==> src/hw/rtl/nec_pkg.sv <==
`default_nettype none

package nec_pkg;

   // duration and code widths
   localparam int DURATION_BITS = 15;
   localparam int CODE_BITS     = 16;
   localparam int DATA_BITS     = 2 * CODE_BITS;

   // frame lengths in symbols
   localparam int MAX_SYMBOLS  = 64;
   localparam int FULL_COUNT   = 34;
   localparam int REPEAT_COUNT = 2;
   localparam int COUNT_BITS   = $clog2(MAX_SYMBOLS + 1);
   localparam int SHIFT_BITS   = $clog2(DATA_BITS);

   // register file layout
   localparam int CSR_COUNT      = 7;
   localparam int CSR_INDEX_BITS = $clog2(CSR_COUNT);
   localparam int CSR_ADDR_BITS  = CSR_INDEX_BITS + 2;
   localparam int CSR_DATA_BITS  = 32;

   // register reset values
   localparam logic [DURATION_BITS-1:0] TOLERANCE_RESET    = DURATION_BITS'(200);
   localparam logic [DURATION_BITS-1:0] LEADER_MARK_RESET  = DURATION_BITS'(9000);
   localparam logic [DURATION_BITS-1:0] LEADER_SPACE_RESET = DURATION_BITS'(4500);
   localparam logic [DURATION_BITS-1:0] BIT_MARK_RESET     = DURATION_BITS'(560);
   localparam logic [DURATION_BITS-1:0] ZERO_SPACE_RESET   = DURATION_BITS'(560);
   localparam logic [DURATION_BITS-1:0] ONE_SPACE_RESET    = DURATION_BITS'(1690);
   localparam logic [DURATION_BITS-1:0] REPEAT_SPACE_RESET = DURATION_BITS'(2250);

   typedef enum logic [CSR_INDEX_BITS-1:0] {
      CSR_TOLERANCE    = 3'd0,
      CSR_LEADER_MARK  = 3'd1,
      CSR_LEADER_SPACE = 3'd2,
      CSR_BIT_MARK     = 3'd3,
      CSR_ZERO_SPACE   = 3'd4,
      CSR_ONE_SPACE    = 3'd5,
      CSR_REPEAT_SPACE = 3'd6
   } csr_index_type;

   typedef enum logic [1:0] {
      STATUS_DECODED     = 2'd0,
      STATUS_REPEAT      = 2'd1,
      STATUS_BAD_TIMING  = 2'd2,
      STATUS_BAD_COUNT   = 2'd3
   } status_type;

   typedef logic [DURATION_BITS-1:0] duration_type;
   typedef logic [CODE_BITS-1:0]     code_type;

endpackage

`default_nettype wire

==> src/hw/rtl/nec_req_if.sv <==
`default_nettype none

// symbol channel: one captured mark/space pair per transfer
interface nec_req_if;
   logic                 valid;
   logic                 ready;
   nec_pkg::duration_type mark_ticks;
   nec_pkg::duration_type space_ticks;
   logic                 frame_end;

   modport source (output valid, output mark_ticks, output space_ticks,
                   output frame_end, input ready);
   modport sink   (input valid, input mark_ticks, input space_ticks,
                   input frame_end, output ready);
endinterface

`default_nettype wire

==> src/hw/rtl/nec_rsp_if.sv <==
`default_nettype none

// frame result channel: one transfer per completed frame
interface nec_rsp_if;
   logic                 valid;
   logic                 ready;
   nec_pkg::status_type  status;
   nec_pkg::code_type    address_code;
   nec_pkg::code_type    command_code;

   modport source (output valid, output status, output address_code,
                   output command_code, input ready);
   modport sink   (input valid, input status, input address_code,
                   input command_code, output ready);
endinterface

`default_nettype wire

==> src/hw/rtl/nec_ir_frame_decoder_core.sv <==
`default_nettype none

// Channel   Dir   Transfer                         Payload
// req       in    valid & ready at clock edge      mark_ticks, space_ticks, frame_end
// rsp       out   valid & ready at clock edge      status, address_code, command_code
// csr (APB) in    psel & penable & pwrite          7 x 15-bit registers at 4*i
//
// One symbol per cycle sustained unless a final symbol waits for the output register:
// a symbol is checked while it sits in the input register, and the frame state and
// result register update at the edge that retires it, which also raises rsp valid.
// reset is synchronous, active high; configuration registers return to their nominal values.
// While a result waits on rsp.ready, non-final symbols keep flowing; a final
// symbol waits in the input register until the output register is free.

module nec_ir_frame_decoder_core (
   input  wire logic clock,
   input  wire logic reset,
   nec_req_if.sink   req,
   nec_rsp_if.source rsp,
   input  wire logic                                psel,
   input  wire logic                                penable,
   input  wire logic                                pwrite,
   input  wire logic [nec_pkg::CSR_ADDR_BITS-1:0]   paddr,
   input  wire logic [nec_pkg::CSR_DATA_BITS-1:0]   pwdata,
   output logic      [nec_pkg::CSR_DATA_BITS-1:0]   prdata,
   output logic                                     pready
);

   // configuration registers
   nec_pkg::duration_type tolerance_ff, leader_mark_ff, leader_space_ff;
   nec_pkg::duration_type bit_mark_ff, zero_space_ff, one_space_ff, repeat_space_ff;
   nec_pkg::csr_index_type csr_index;
   logic                   csr_write;

   // input register
   logic                  in_valid_ff;
   nec_pkg::duration_type in_mark_ff, in_space_ff;
   logic                  in_end_ff;

   // frame state
   logic [nec_pkg::COUNT_BITS-1:0] symbol_index_ff, symbol_index_in;
   logic [nec_pkg::DATA_BITS-1:0]  bit_shift_ff, bit_shift_in;
   logic                           timing_ok_ff, timing_ok_in;
   logic                           repeat_seen_ff, repeat_seen_in;
   nec_pkg::code_type              held_address_ff, held_address_in;
   nec_pkg::code_type              held_command_ff, held_command_in;

   // output register
   logic                 out_valid_ff;
   nec_pkg::status_type  out_status_ff, out_status_in;

   logic out_free, advance;
   logic [nec_pkg::COUNT_BITS-1:0] count_next;
   logic [nec_pkg::SHIFT_BITS-1:0] bit_pos;
   logic mark_lead, space_lead, space_rep, mark_bit, space_one, space_zero;

   // strict window check: nom - tol < d < nom + tol
   function automatic logic near(input nec_pkg::duration_type d,
                                 input nec_pkg::duration_type nom,
                                 input nec_pkg::duration_type tol);
      logic [nec_pkg::DURATION_BITS:0] lo_sum, hi_sum;
      lo_sum = {1'b0, d} + {1'b0, tol};
      hi_sum = {1'b0, nom} + {1'b0, tol};
      return (lo_sum > {1'b0, nom}) && ({1'b0, d} < hi_sum);
   endfunction

   // ---------------- configuration port ----------------
   assign pready    = 1'b1;
   assign csr_index = nec_pkg::csr_index_type'(paddr[nec_pkg::CSR_ADDR_BITS-1:2]);
   assign csr_write = psel && penable && pwrite;

   always_ff @(posedge clock) begin
      if (reset) begin
         tolerance_ff    <= nec_pkg::TOLERANCE_RESET;
         leader_mark_ff  <= nec_pkg::LEADER_MARK_RESET;
         leader_space_ff <= nec_pkg::LEADER_SPACE_RESET;
         bit_mark_ff     <= nec_pkg::BIT_MARK_RESET;
         zero_space_ff   <= nec_pkg::ZERO_SPACE_RESET;
         one_space_ff    <= nec_pkg::ONE_SPACE_RESET;
         repeat_space_ff <= nec_pkg::REPEAT_SPACE_RESET;
      end else if (csr_write) begin
         unique case (csr_index)
            nec_pkg::CSR_TOLERANCE:    tolerance_ff    <= pwdata[nec_pkg::DURATION_BITS-1:0];
            nec_pkg::CSR_LEADER_MARK:  leader_mark_ff  <= pwdata[nec_pkg::DURATION_BITS-1:0];
            nec_pkg::CSR_LEADER_SPACE: leader_space_ff <= pwdata[nec_pkg::DURATION_BITS-1:0];
            nec_pkg::CSR_BIT_MARK:     bit_mark_ff     <= pwdata[nec_pkg::DURATION_BITS-1:0];
            nec_pkg::CSR_ZERO_SPACE:   zero_space_ff   <= pwdata[nec_pkg::DURATION_BITS-1:0];
            nec_pkg::CSR_ONE_SPACE:    one_space_ff    <= pwdata[nec_pkg::DURATION_BITS-1:0];
            nec_pkg::CSR_REPEAT_SPACE: repeat_space_ff <= pwdata[nec_pkg::DURATION_BITS-1:0];
            default: ;
         endcase
      end
   end

   // read mux, unused addresses read zero
   always_comb begin
      prdata = '0;
      unique case (csr_index)
         nec_pkg::CSR_TOLERANCE:    prdata = nec_pkg::CSR_DATA_BITS'(tolerance_ff);
         nec_pkg::CSR_LEADER_MARK:  prdata = nec_pkg::CSR_DATA_BITS'(leader_mark_ff);
         nec_pkg::CSR_LEADER_SPACE: prdata = nec_pkg::CSR_DATA_BITS'(leader_space_ff);
         nec_pkg::CSR_BIT_MARK:     prdata = nec_pkg::CSR_DATA_BITS'(bit_mark_ff);
         nec_pkg::CSR_ZERO_SPACE:   prdata = nec_pkg::CSR_DATA_BITS'(zero_space_ff);
         nec_pkg::CSR_ONE_SPACE:    prdata = nec_pkg::CSR_DATA_BITS'(one_space_ff);
         nec_pkg::CSR_REPEAT_SPACE: prdata = nec_pkg::CSR_DATA_BITS'(repeat_space_ff);
         default:                   prdata = '0;
      endcase
   end

   // ---------------- flow control ----------------
   // a final symbol needs the output register; other symbols never stall
   assign out_free  = !out_valid_ff || rsp.ready;
   assign advance   = in_valid_ff && (out_free || !in_end_ff);
   assign req.ready = !in_valid_ff || advance;

   always_ff @(posedge clock) begin
      if (reset) begin
         in_valid_ff <= 1'b0;
      end else if (req.ready) begin
         in_valid_ff <= req.valid;
      end
   end

   always_ff @(posedge clock) begin
      if (req.ready && req.valid) begin
         in_mark_ff  <= req.mark_ticks;
         in_space_ff <= req.space_ticks;
         in_end_ff   <= req.frame_end;
      end
   end

   // ---------------- symbol checks ----------------
   assign mark_lead  = near(in_mark_ff,  leader_mark_ff,  tolerance_ff);
   assign space_lead = near(in_space_ff, leader_space_ff, tolerance_ff);
   assign space_rep  = near(in_space_ff, repeat_space_ff, tolerance_ff);
   assign mark_bit   = near(in_mark_ff,  bit_mark_ff,     tolerance_ff);
   assign space_one  = near(in_space_ff, one_space_ff,    tolerance_ff);
   assign space_zero = near(in_space_ff, zero_space_ff,   tolerance_ff);

   assign bit_pos = nec_pkg::SHIFT_BITS'(symbol_index_ff - 1'b1);

   // ---------------- frame state update ----------------
   always_comb begin
      bit_shift_in    = bit_shift_ff;
      timing_ok_in    = timing_ok_ff;
      repeat_seen_in  = repeat_seen_ff;
      held_address_in = held_address_ff;
      held_command_in = held_command_ff;
      out_status_in   = nec_pkg::STATUS_BAD_COUNT;

      // leader or repeat symbol, then data bits, rest unchecked
      if (symbol_index_ff == '0) begin
         if (!(mark_lead && space_lead)) begin
            timing_ok_in = 1'b0;
         end
         repeat_seen_in = mark_lead && space_rep;
      end else if (symbol_index_ff <= nec_pkg::COUNT_BITS'(nec_pkg::DATA_BITS)) begin
         if (mark_bit && space_one) begin
            bit_shift_in[bit_pos] = 1'b1;
         end else if (!(mark_bit && space_zero)) begin
            timing_ok_in = 1'b0;
         end
      end

      // saturating symbol count
      if (symbol_index_ff < nec_pkg::COUNT_BITS'(nec_pkg::MAX_SYMBOLS)) begin
         count_next = symbol_index_ff + 1'b1;
      end else begin
         count_next = symbol_index_ff;
      end
      symbol_index_in = count_next;

      // frame verdict on the last symbol
      if (in_end_ff) begin
         if (count_next == nec_pkg::COUNT_BITS'(nec_pkg::FULL_COUNT)) begin
            if (timing_ok_in) begin
               held_address_in = bit_shift_in[nec_pkg::CODE_BITS-1:0];
               held_command_in = bit_shift_in[nec_pkg::DATA_BITS-1:nec_pkg::CODE_BITS];
               out_status_in   = nec_pkg::STATUS_DECODED;
            end else begin
               out_status_in   = nec_pkg::STATUS_BAD_TIMING;
            end
         end else if (count_next == nec_pkg::COUNT_BITS'(nec_pkg::REPEAT_COUNT)) begin
            out_status_in = repeat_seen_in ? nec_pkg::STATUS_REPEAT
                                           : nec_pkg::STATUS_BAD_TIMING;
         end else begin
            out_status_in = nec_pkg::STATUS_BAD_COUNT;
         end
         symbol_index_in = '0;
         bit_shift_in    = '0;
         timing_ok_in    = 1'b1;
         repeat_seen_in  = 1'b0;
      end
   end

   always_ff @(posedge clock) begin
      if (reset) begin
         symbol_index_ff <= '0;
         bit_shift_ff    <= '0;
         timing_ok_ff    <= 1'b1;
         repeat_seen_ff  <= 1'b0;
         held_address_ff <= '0;
         held_command_ff <= '0;
      end else if (advance) begin
         symbol_index_ff <= symbol_index_in;
         bit_shift_ff    <= bit_shift_in;
         timing_ok_ff    <= timing_ok_in;
         repeat_seen_ff  <= repeat_seen_in;
         held_address_ff <= held_address_in;
         held_command_ff <= held_command_in;
      end
   end

   // ---------------- result register ----------------
   always_ff @(posedge clock) begin
      if (reset) begin
         out_valid_ff <= 1'b0;
      end else if (advance && in_end_ff) begin
         out_valid_ff <= 1'b1;
      end else if (rsp.ready) begin
         out_valid_ff <= 1'b0;
      end
   end

   always_ff @(posedge clock) begin
      if (advance && in_end_ff) begin
         out_status_ff <= out_status_in;
      end
   end

   // codes always mirror the held registers: they change only with a new result
   assign rsp.valid        = out_valid_ff;
   assign rsp.status       = out_status_ff;
   assign rsp.address_code = held_address_ff;
   assign rsp.command_code = held_command_ff;

   // ---------------- checks ----------------
   a_count_bound: assert property (@(posedge clock) disable iff (reset)
      symbol_index_ff <= nec_pkg::COUNT_BITS'(nec_pkg::MAX_SYMBOLS))
      else $error("symbol count past saturation");

   a_frame_clear: assert property (@(posedge clock) disable iff (reset)
      advance && in_end_ff |=> symbol_index_ff == '0 && timing_ok_ff && !repeat_seen_ff)
      else $error("frame state not cleared after frame end");

   a_final_waits: assert property (@(posedge clock) disable iff (reset)
      in_valid_ff && in_end_ff && out_valid_ff && !rsp.ready |=> in_valid_ff && in_end_ff)
      else $error("final symbol dropped while result stalled");

   a_codes_hold: assert property (@(posedge clock) disable iff (reset)
      out_valid_ff && !rsp.ready |=> $stable(held_address_ff) && $stable(held_command_ff))
      else $error("held codes changed under a pending result");

   a_decode_bits: assert property (@(posedge clock) disable iff (reset)
      advance && !in_end_ff && symbol_index_ff == '0 |=> bit_shift_ff == '0)
      else $error("data bits gathered on leader symbol");

endmodule

`default_nettype wire
==> src/flat_wrapper.sv <==
// flat-port wrapper written by rule: the top's interface ports become plain ports
module nec_ir_frame_decoder_core_flat 
  (clock, reset, psel, penable, pwrite, paddr, pwdata, prdata, pready, req_valid, req_mark_ticks, req_space_ticks, req_frame_end, req_ready, rsp_valid, rsp_status, rsp_address_code, rsp_command_code, rsp_ready);
  nec_req_if req_i ();
  nec_rsp_if rsp_i ();
  input  wire logic clock;
  input  wire logic reset;
  input  wire logic psel;
  input  wire logic penable;
  input  wire logic pwrite;
  input  wire logic [nec_pkg::CSR_ADDR_BITS-1:0] paddr;
  input  wire logic [nec_pkg::CSR_DATA_BITS-1:0] pwdata;
  output logic      [nec_pkg::CSR_DATA_BITS-1:0] prdata;
  output logic pready;
  input wire logic [$bits(req_i.valid)-1:0] req_valid;
  input wire logic [$bits(req_i.mark_ticks)-1:0] req_mark_ticks;
  input wire logic [$bits(req_i.space_ticks)-1:0] req_space_ticks;
  input wire logic [$bits(req_i.frame_end)-1:0] req_frame_end;
  output wire logic [$bits(req_i.ready)-1:0] req_ready;
  output wire logic [$bits(rsp_i.valid)-1:0] rsp_valid;
  output wire logic [$bits(rsp_i.status)-1:0] rsp_status;
  output wire logic [$bits(rsp_i.address_code)-1:0] rsp_address_code;
  output wire logic [$bits(rsp_i.command_code)-1:0] rsp_command_code;
  input wire logic [$bits(rsp_i.ready)-1:0] rsp_ready;
  assign req_i.valid = req_valid;
  assign req_i.mark_ticks = req_mark_ticks;
  assign req_i.space_ticks = req_space_ticks;
  assign req_i.frame_end = req_frame_end;
  assign req_ready = req_i.ready;
  assign rsp_valid = rsp_i.valid;
  assign rsp_status = rsp_i.status;
  assign rsp_address_code = rsp_i.address_code;
  assign rsp_command_code = rsp_i.command_code;
  assign rsp_i.ready = rsp_ready;
  nec_ir_frame_decoder_core u_core (.clock(clock), .reset(reset), .req(req_i), .rsp(rsp_i), .psel(psel), .penable(penable), .pwrite(pwrite), .paddr(paddr), .pwdata(pwdata), .prdata(prdata), .pready(pready));
endmodule
==> config.mk <==
export PLATFORM = sky130hd
export DESIGN_NAME = nec_ir_frame_decoder_core_flat
export DESIGN_NICKNAME = d
export VERILOG_FILES = /design/src/hw/rtl/nec_pkg.sv /design/src/hw/rtl/nec_req_if.sv /design/src/hw/rtl/nec_rsp_if.sv /design/src/hw/rtl/nec_ir_frame_decoder_core.sv /design/src/flat_wrapper.sv
export SDC_FILE = /design/constraint.sdc
export NUM_CORES = 1
export LEC_CHECK = 0
export ABC_AREA = 1
export BUFFER_PORTS_ARGS = -buffer_cell sky130_fd_sc_hd__buf_4
export CORE_MARGIN = 2
export CORE_UTILIZATION = 62
export CTS_BUF_LIST = sky130_fd_sc_hd__clkbuf_16
export CTS_CLUSTER_SIZE = 28
export DETAILED_ROUTE_END_ITERATION = 12
export PLACE_DENSITY = 0.82
export SYNTH_ARGS = -nofsm -noshare
export SYNTH_HDL_FRONTEND = slang
export SYNTH_SLANG_ARGS = --single-unit
==> constraint.sdc <==
create_clock -name clock -period 5.67 [get_ports clock]
set_input_delay 0.567 -clock clock [delete_from_list [all_inputs] [get_ports clock]]
set_output_delay 0.567 -clock clock [all_outputs]
set_load 0.03 [all_outputs]
==> After elaboration in Yosys (flattened, before gate mapping) <==
Index checks and enable logic that the tools add are counted.
{ "totals": {"out_inout_bits": 69, "ff_bits": 213, "elab_cells": 110, "in_bits": 75} }
{ "op_classes": {"mux": 23, "n_addsub": 10, "reduce_logical": 33, "bitwise_logic": 1, "magnitude_cmp": 16, "eq_ne": 8} }
{ "ops": {"columns": ["operator", "count"], "rows": [
  ["adder 15 x 15 -> 16 bit", 8],
  ["two-way mux 32 bit", 4],
  ["one-hot mux 15 bit (7 select lines)", 1],
  ["greater-than comparator 16 x 15 -> 1 bit", 6],
  ["less-than comparator 15 x 16 -> 1 bit", 6],
  ["bitwise OR 32 bit", 1],
  ["logical AND 1 bit", 16],
  ["two-way mux 7 bit", 2],
  ["AND reduction 2 bit", 7],
  ["two-way mux 1 bit", 11],
  ["== test 3 bit, second input constant", 3],
  ["two-way mux 2 bit", 4],
  ["adder 7 x 1 -> 7 bit, second input constant", 1],
  ["== test 7 x 2 -> 1 bit, second input constant", 1],
  ["== test 7 x 6 -> 1 bit, second input constant", 1],
  ["less-or-equal comparator 7 x 6 -> 1 bit, second input constant", 1],
  ["zero test 7 bit", 1],
  ["less-than comparator 7 bit, second input constant", 1],
  ["== test 3 x 2 -> 1 bit, second input constant", 2],
  ["less-than comparator 5 x 6 -> 1 bit, second input constant", 1],
  ["demux 1 bit (select 5 bit)", 1],
  [">= comparator 5 x 1 -> 1 bit, second input constant", 1],
  ["subtractor 5 x 1 -> 5 bit, second input constant", 1],
  ["AND reduction 4 bit", 1],
  ["5 further kinds", 9]
]} }

==> Logic depth before layout (Yosys ltp) <==
{ "logic_depth": {"word_depth": 10, "depth_mapped": 33, "depth_no_buf": 32} }

==> Worst setup path after synthesis <==
No wires, ideal clock.
{ "synth_timing": {"path_type": "flip-flop to flip-flop", "start": "reg u_core.tolerance_ff[1]", "end": "reg u_core.held_address_ff[10], in the netlist u_core.rsp.address_code[10]", "path_stages_with_launch": 32, "required_ns": 5.557, "setup_ns": 0.113, "period_less_slack_ns": 4.286, "path_buffers": 1, "arrival_time_ns": 4.174, "setup_slack_ns": 1.384, "path_cell_list": "dfxtp_1 > inv_1 > fa_1 > inv_1 > a31oi_1 > o21bai_1 > nand2_1 > nand2_1 > a21oi_1 > o21ai_0 > nand2_1 > a21oi_1 > nor2_1 > nand2_1 > nand2_1 > ha_1 > inv_1 > nor2_1 > nand4_1 > nor2_1 > nand2_1 > nand2_1 > nand2_1 > nand2_2 > nand2_2 > nor2_2 > nand2_2 > a21oi_4 > nand4_4 > clkbuf_8 > nor2_1 > nor2_1"} }
{ "synth_between": {"elab_chain_cells": 9, "word_cells_on_any_way": 34, "classes_between": "add/sub: 7; order compare: 10; mux: 8; reduce/logical: 9"} }
{ "synth_lines": {"columns": ["element", "line", "rtl"], "rows": [
  ["from (decl)", "nec_ir_frame_decoder_core.sv:30", "nec_pkg::duration_type tolerance_ff, leader_mark_ff, leader_space_ff;"],
  ["from (signal assigned)", "nec_ir_frame_decoder_core.sv:74", "tolerance_ff <= nec_pkg::TOLERANCE_RESET;"],
  ["from (signal assigned)", "nec_ir_frame_decoder_core.sv:83", "nec_pkg::CSR_TOLERANCE: tolerance_ff <= pwdata[nec_pkg::DURATION_BITS-1:0];"],
  ["adder 15 x 15 -> 16 bit (on tied branches)", "nec_ir_frame_decoder_core.sv:62, nec_ir_frame_decoder_core.sv:63", null],
  ["greater-than comparator 16 x 15 -> 1 bit / less-than comparator 15 x 16 -> 1 bit (equally long branches)", "nec_ir_frame_decoder_core.sv:64", "return (lo_sum > {1'b0, nom}) && ({1'b0, d} < hi_sum);"],
  ["logical AND 1 bit", "nec_ir_frame_decoder_core.sv:64", null],
  ["logical AND 1 bit", "nec_ir_frame_decoder_core.sv:160", "end else if (!(mark_bit && space_zero)) begin"],
  ["two-way mux 1 bit", "nec_ir_frame_decoder_core.sv:160", null],
  ["two-way mux 1 bit", "nec_ir_frame_decoder_core.sv:158", "if (mark_bit && space_one) begin"],
  ["two-way mux 1 bit", "nec_ir_frame_decoder_core.sv:157", "end else if (symbol_index_ff <= nec_pkg::COUNT_BITS'(nec_pkg::DATA_BITS)) begin"],
  ["two-way mux 1 bit", "nec_ir_frame_decoder_core.sv:152", "if (symbol_index_ff == '0) begin"],
  ["AND reduction 4 bit (no line)", null, null],
  ["to (signal assigned)", "nec_ir_frame_decoder_core.sv:209", "held_address_ff <= held_address_in;"],
  ["to (decl)", "nec_ir_frame_decoder_core.sv:45", "nec_pkg::code_type held_address_ff, held_address_in;"]
]} }
Several ways; a longest one is shown, not always the timed one.
A chain may end at the register's enable or synchronous reset.

==> Final worst setup path <==
{ "layout_timing": {"start": "reg u_core.tolerance_ff[0]", "end": "reg u_core.held_command_ff[15], in the netlist u_core.rsp.command_code[15]"} }
{ "layout_between": {"elab_chain_cells": 9, "word_cells_on_any_way": 34, "classes_between": "add/sub: 7; order compare: 10; mux: 8; reduce/logical: 9"} }
{ "layout_lines": {"columns": ["element", "line", "rtl"], "rows": [
  ["adder 15 x 15 -> 16 bit (on tied branches)", "nec_ir_frame_decoder_core.sv:62, nec_ir_frame_decoder_core.sv:63", null],
  ["greater-than comparator 16 x 15 -> 1 bit / less-than comparator 15 x 16 -> 1 bit (equally long branches)", "nec_ir_frame_decoder_core.sv:64", null],
  ["logical AND 1 bit", "nec_ir_frame_decoder_core.sv:64", null],
  ["logical AND 1 bit", "nec_ir_frame_decoder_core.sv:160", null],
  ["two-way mux 1 bit", "nec_ir_frame_decoder_core.sv:160", null],
  ["two-way mux 1 bit", "nec_ir_frame_decoder_core.sv:158", null],
  ["two-way mux 1 bit", "nec_ir_frame_decoder_core.sv:157", null],
  ["two-way mux 1 bit", "nec_ir_frame_decoder_core.sv:152", null],
  ["AND reduction 4 bit (no line)", null, null],
  ["to (signal assigned)", "nec_ir_frame_decoder_core.sv:210", "held_command_ff <= held_command_in;"],
  ["to (decl)", "nec_ir_frame_decoder_core.sv:46", "nec_pkg::code_type held_command_ff, held_command_in;"]
]} }
Several ways; a longest one is shown, not always the timed one.

==> qor.csv <==
metric;value;unit
power;3.86;mW
yosysWarningCount;0;
worst_ep_required_time;6.15;ns
slowest_stage;dfxtp_2;
via_per_inst;5.81;
ys_types;57;
final.setup.tns;0;ns
drv_cap;0;
num_rows;62;
finalHoldViolCount;0;
ant_nets;0;
rsz0062_at_grt;no;
area.sequential;0.00460;sq mm
drt_iter0_drc;1536;
endpoint_kind;flop;
grtUsageTotal;33.9;%
coreArea;0.0289;sq mm
wirelength;53400;microns
start_util;63.3;%
grt_pass1_vias;17100;
synth_top_family_by_area;simple AND/OR/NAND/NOR gates;
synth-xor-area-share;5.04;%
synth_fa_ha_area_share;21.3;%
synthMuxAreaShare;0;%
slowest_delay;0.43;ns
synth-main-ff-cell;dfxtp_1;
cp-endpoint;u_core.rsp.command_code[15];
final_cell_mix;nand2_1 (545), inv_1 (341), ha_1 (298), a21oi_1 (293), nor2_1 (242);
fin_crit_sh;90.0;%
path_class;reg -> reg;
antenna_found_initial;0;
fin_skew;0.0110;ns
port-buffer-count;106;
ir_drop;0.239;mV
synth-seq-area-share;25.2;%
gp_congestion;0.941;
postLayoutCoreUtil;69.8;%
final.min_clock_period;5.10;ns
slew_violations;0;
startpoint;u_core.tolerance_ff[0];
multi_input_area;0.0120;sq mm
synth_compound_area_share;17.5;%
cts_inserted_buffers;25;
fin_nets;3043;
synth_edf_count;33;
max_slew_margin;31.1;%
min-delay-start;req_space_ticks[10];
ys_seq_elements;213;
dp_hpwl;42100;microns
run_status;complete, no violations;
h-tree-depth;1;
avgSynthCellArea;7.15;sq um
vias;17800;
area_growth;10.3;%
r2r-start;u_core.tolerance_ff[0];
die_y;176;microns
dr.pass1.iters;5;
antenna_cells;0;
drive_gt1_share;8.17;%
crit_top_cell;nand2_1;
synth_area;0.0183;sq mm
crit_fanout;37;
clock_sinks;213;
leakagePower;10.0;nW
drc;0;
clk_path_buf_depth;3;
cts_tree;built;
rr_worst_depth;33;
overflow;0;
fillers;2472;
io_pins;144;
wire_per_inst;17.4;microns
clk_pin_slew_worst_paths;0.07;ns
power.density;191;mW/mm^2
rr_endpoint;u_core.rsp.command_code[15];
die_w;176;microns
hold_path.class;in -> reg;
startpoint_type;flop;
r2r_slack;0.57;ns
tightestPinTransition;1.03;ns
final_common_cell;nand2_1;
die-area;0.0308;sq mm
cts_root_buf;clkbuf_16;
fmax;196;MHz
grt_pass1_wl;83800;microns
yosys.area_share.simple;21.4;%
grt_max_degree;74;
critPathArrivalTime;5.58;ns
netlist_instances;2555;
clock_latency;0.55;ns
finalSetupViolCount;0;
async_flop_share;0;%
Yosys cell counts (16+ instances only):
master    instances  area share, %
nand2_1         545             11
inv_1           339            7.0
ha_1            298             20
a21oi_1         293            8.0
nor2_1          242            5.0
dfxtp_1         180             20
o21ai_0         134            3.7
xor2_1           65            3.1
nand3_1          57            1.6
xnor2_1          40            1.9
edfxtp_1         33            5.4
clkbuf_1         31           0.64
nand4_1          28           0.96
o22ai_1          25           0.86
o211ai_1         21           0.86
o21bai_1         21           0.86
buf_4            18           0.74
nor3_1           18           0.49
a31oi_1          16           0.55
how the worst min path moves through the flow:
| stage | end | cells after the start | slack [ns] |
|---|---|---|---|
| after global placement | u_core.bit_shift_ff[19] | 2 | 0.43 |
| after global routing | u_core.in_mark_ff[3] | 1 | 0.18 |
| after detailed placement | u_core.bit_shift_ff[1] | 2 | 0.44 |
| after floorplan | u_core.bit_shift_ff[0] | 2 | 0.43 |
| final | u_core.in_space_ff[10] | 1 | 0.19 |
| after CTS | u_core.in_mark_ff[10] | 1 | 0.18 |
what timing repair did:
item | CTS | global route
setup endpoints to repair | 0 | 19
setup buffers | 0 | 0
hold buffers | 0 | 0
resized for setup | 0 | 2
sequential cells by signal, summed over array words and instances, names as in the netlist, 2 cells and up:
register                 cells
u_core.bit_mark_ff          15
u_core.zero_space_ff        15
u_core.symbol_index_ff       7
u_core.in_space_ff          15
u_core.leader_mark_ff       15
u_core.in_mark_ff           15
u_core.bit_shift_ff         32
u_core.rsp.status            2
u_core.one_space_ff         15
u_core.leader_space_ff      15
u_core.repeat_space_ff      15
u_core.rsp.address_code     16
u_core.rsp.command_code     16
u_core.tolerance_ff         15
power breakdown:
group	internal [mW]	switching, mW	total (mW)	leakage, nW
Clock	0.833	0.684	1.52	0.379
Combinational	0.271	0.472	0.743	7.88
Sequential	1.56	0.0353	1.60	1.77
Total	2.66	1.19	3.86	10.0
critical path, delay by kind of cell (launching register included):
family | cells | cell delay (ns)
AOI/OAI and AO/OA | 6 | 1.21
and+or+nand+nor | 20 | 1.99
DFF | 1 | 0.43
adders and majority gates | 3 | 0.93
buffers and inverters | 4 | 0.46
kinds of logic (layout without fill, tap and decap cells):
logic type                 Yosys count  in the layout
buffers and inverters              419            528
xor gates and xnor gates           105            105
DFF                                213            213
AOI/OAI and AO/OA                  571            571
and+or+nand+nor                    939            940
adders and majority gates          306            306
other                                2             18
per-layer routing:
metal / share of wire, % / up-vias / GRT usage (%)
met5: 0 / - / 0
li1: - / 8728 / -
met1: 43 / 8205 / 44.6
met3: 8.5 / 143 / 5.17
met4: 4.0 / 0 / 13.7
met2: 45 / 729 / 55.9
final cells by class:
class | count | share of cell area, %
Clock buffer | 26 | 3.23
Clock inverter | 20 | 0.534
Inverter | 351 | 6.54
Multi-Input combinational cell | 1940 | 59.6
Sequential cell | 213 | 22.8
Tap cell | 384 | 2.38
Timing Repair Buffer | 131 | 4.94
through the flow:
stage	cells	setup WS, ns	hold WS (ns)	instance area (sq um)
2_1_floorplan	2571	1.38	0.427	18300
3_3_place_gp	3018	0.576	0.433	19400
3_5_place_dp	3018	0.440	0.438	19400
4_1_cts	3064	0.324	0.180	20100
5_1_grt	3065	0.145	0.181	20100
6_report	3065	0.570	0.194	20100
Note: power is estimated with default switching activity, not from simulation.
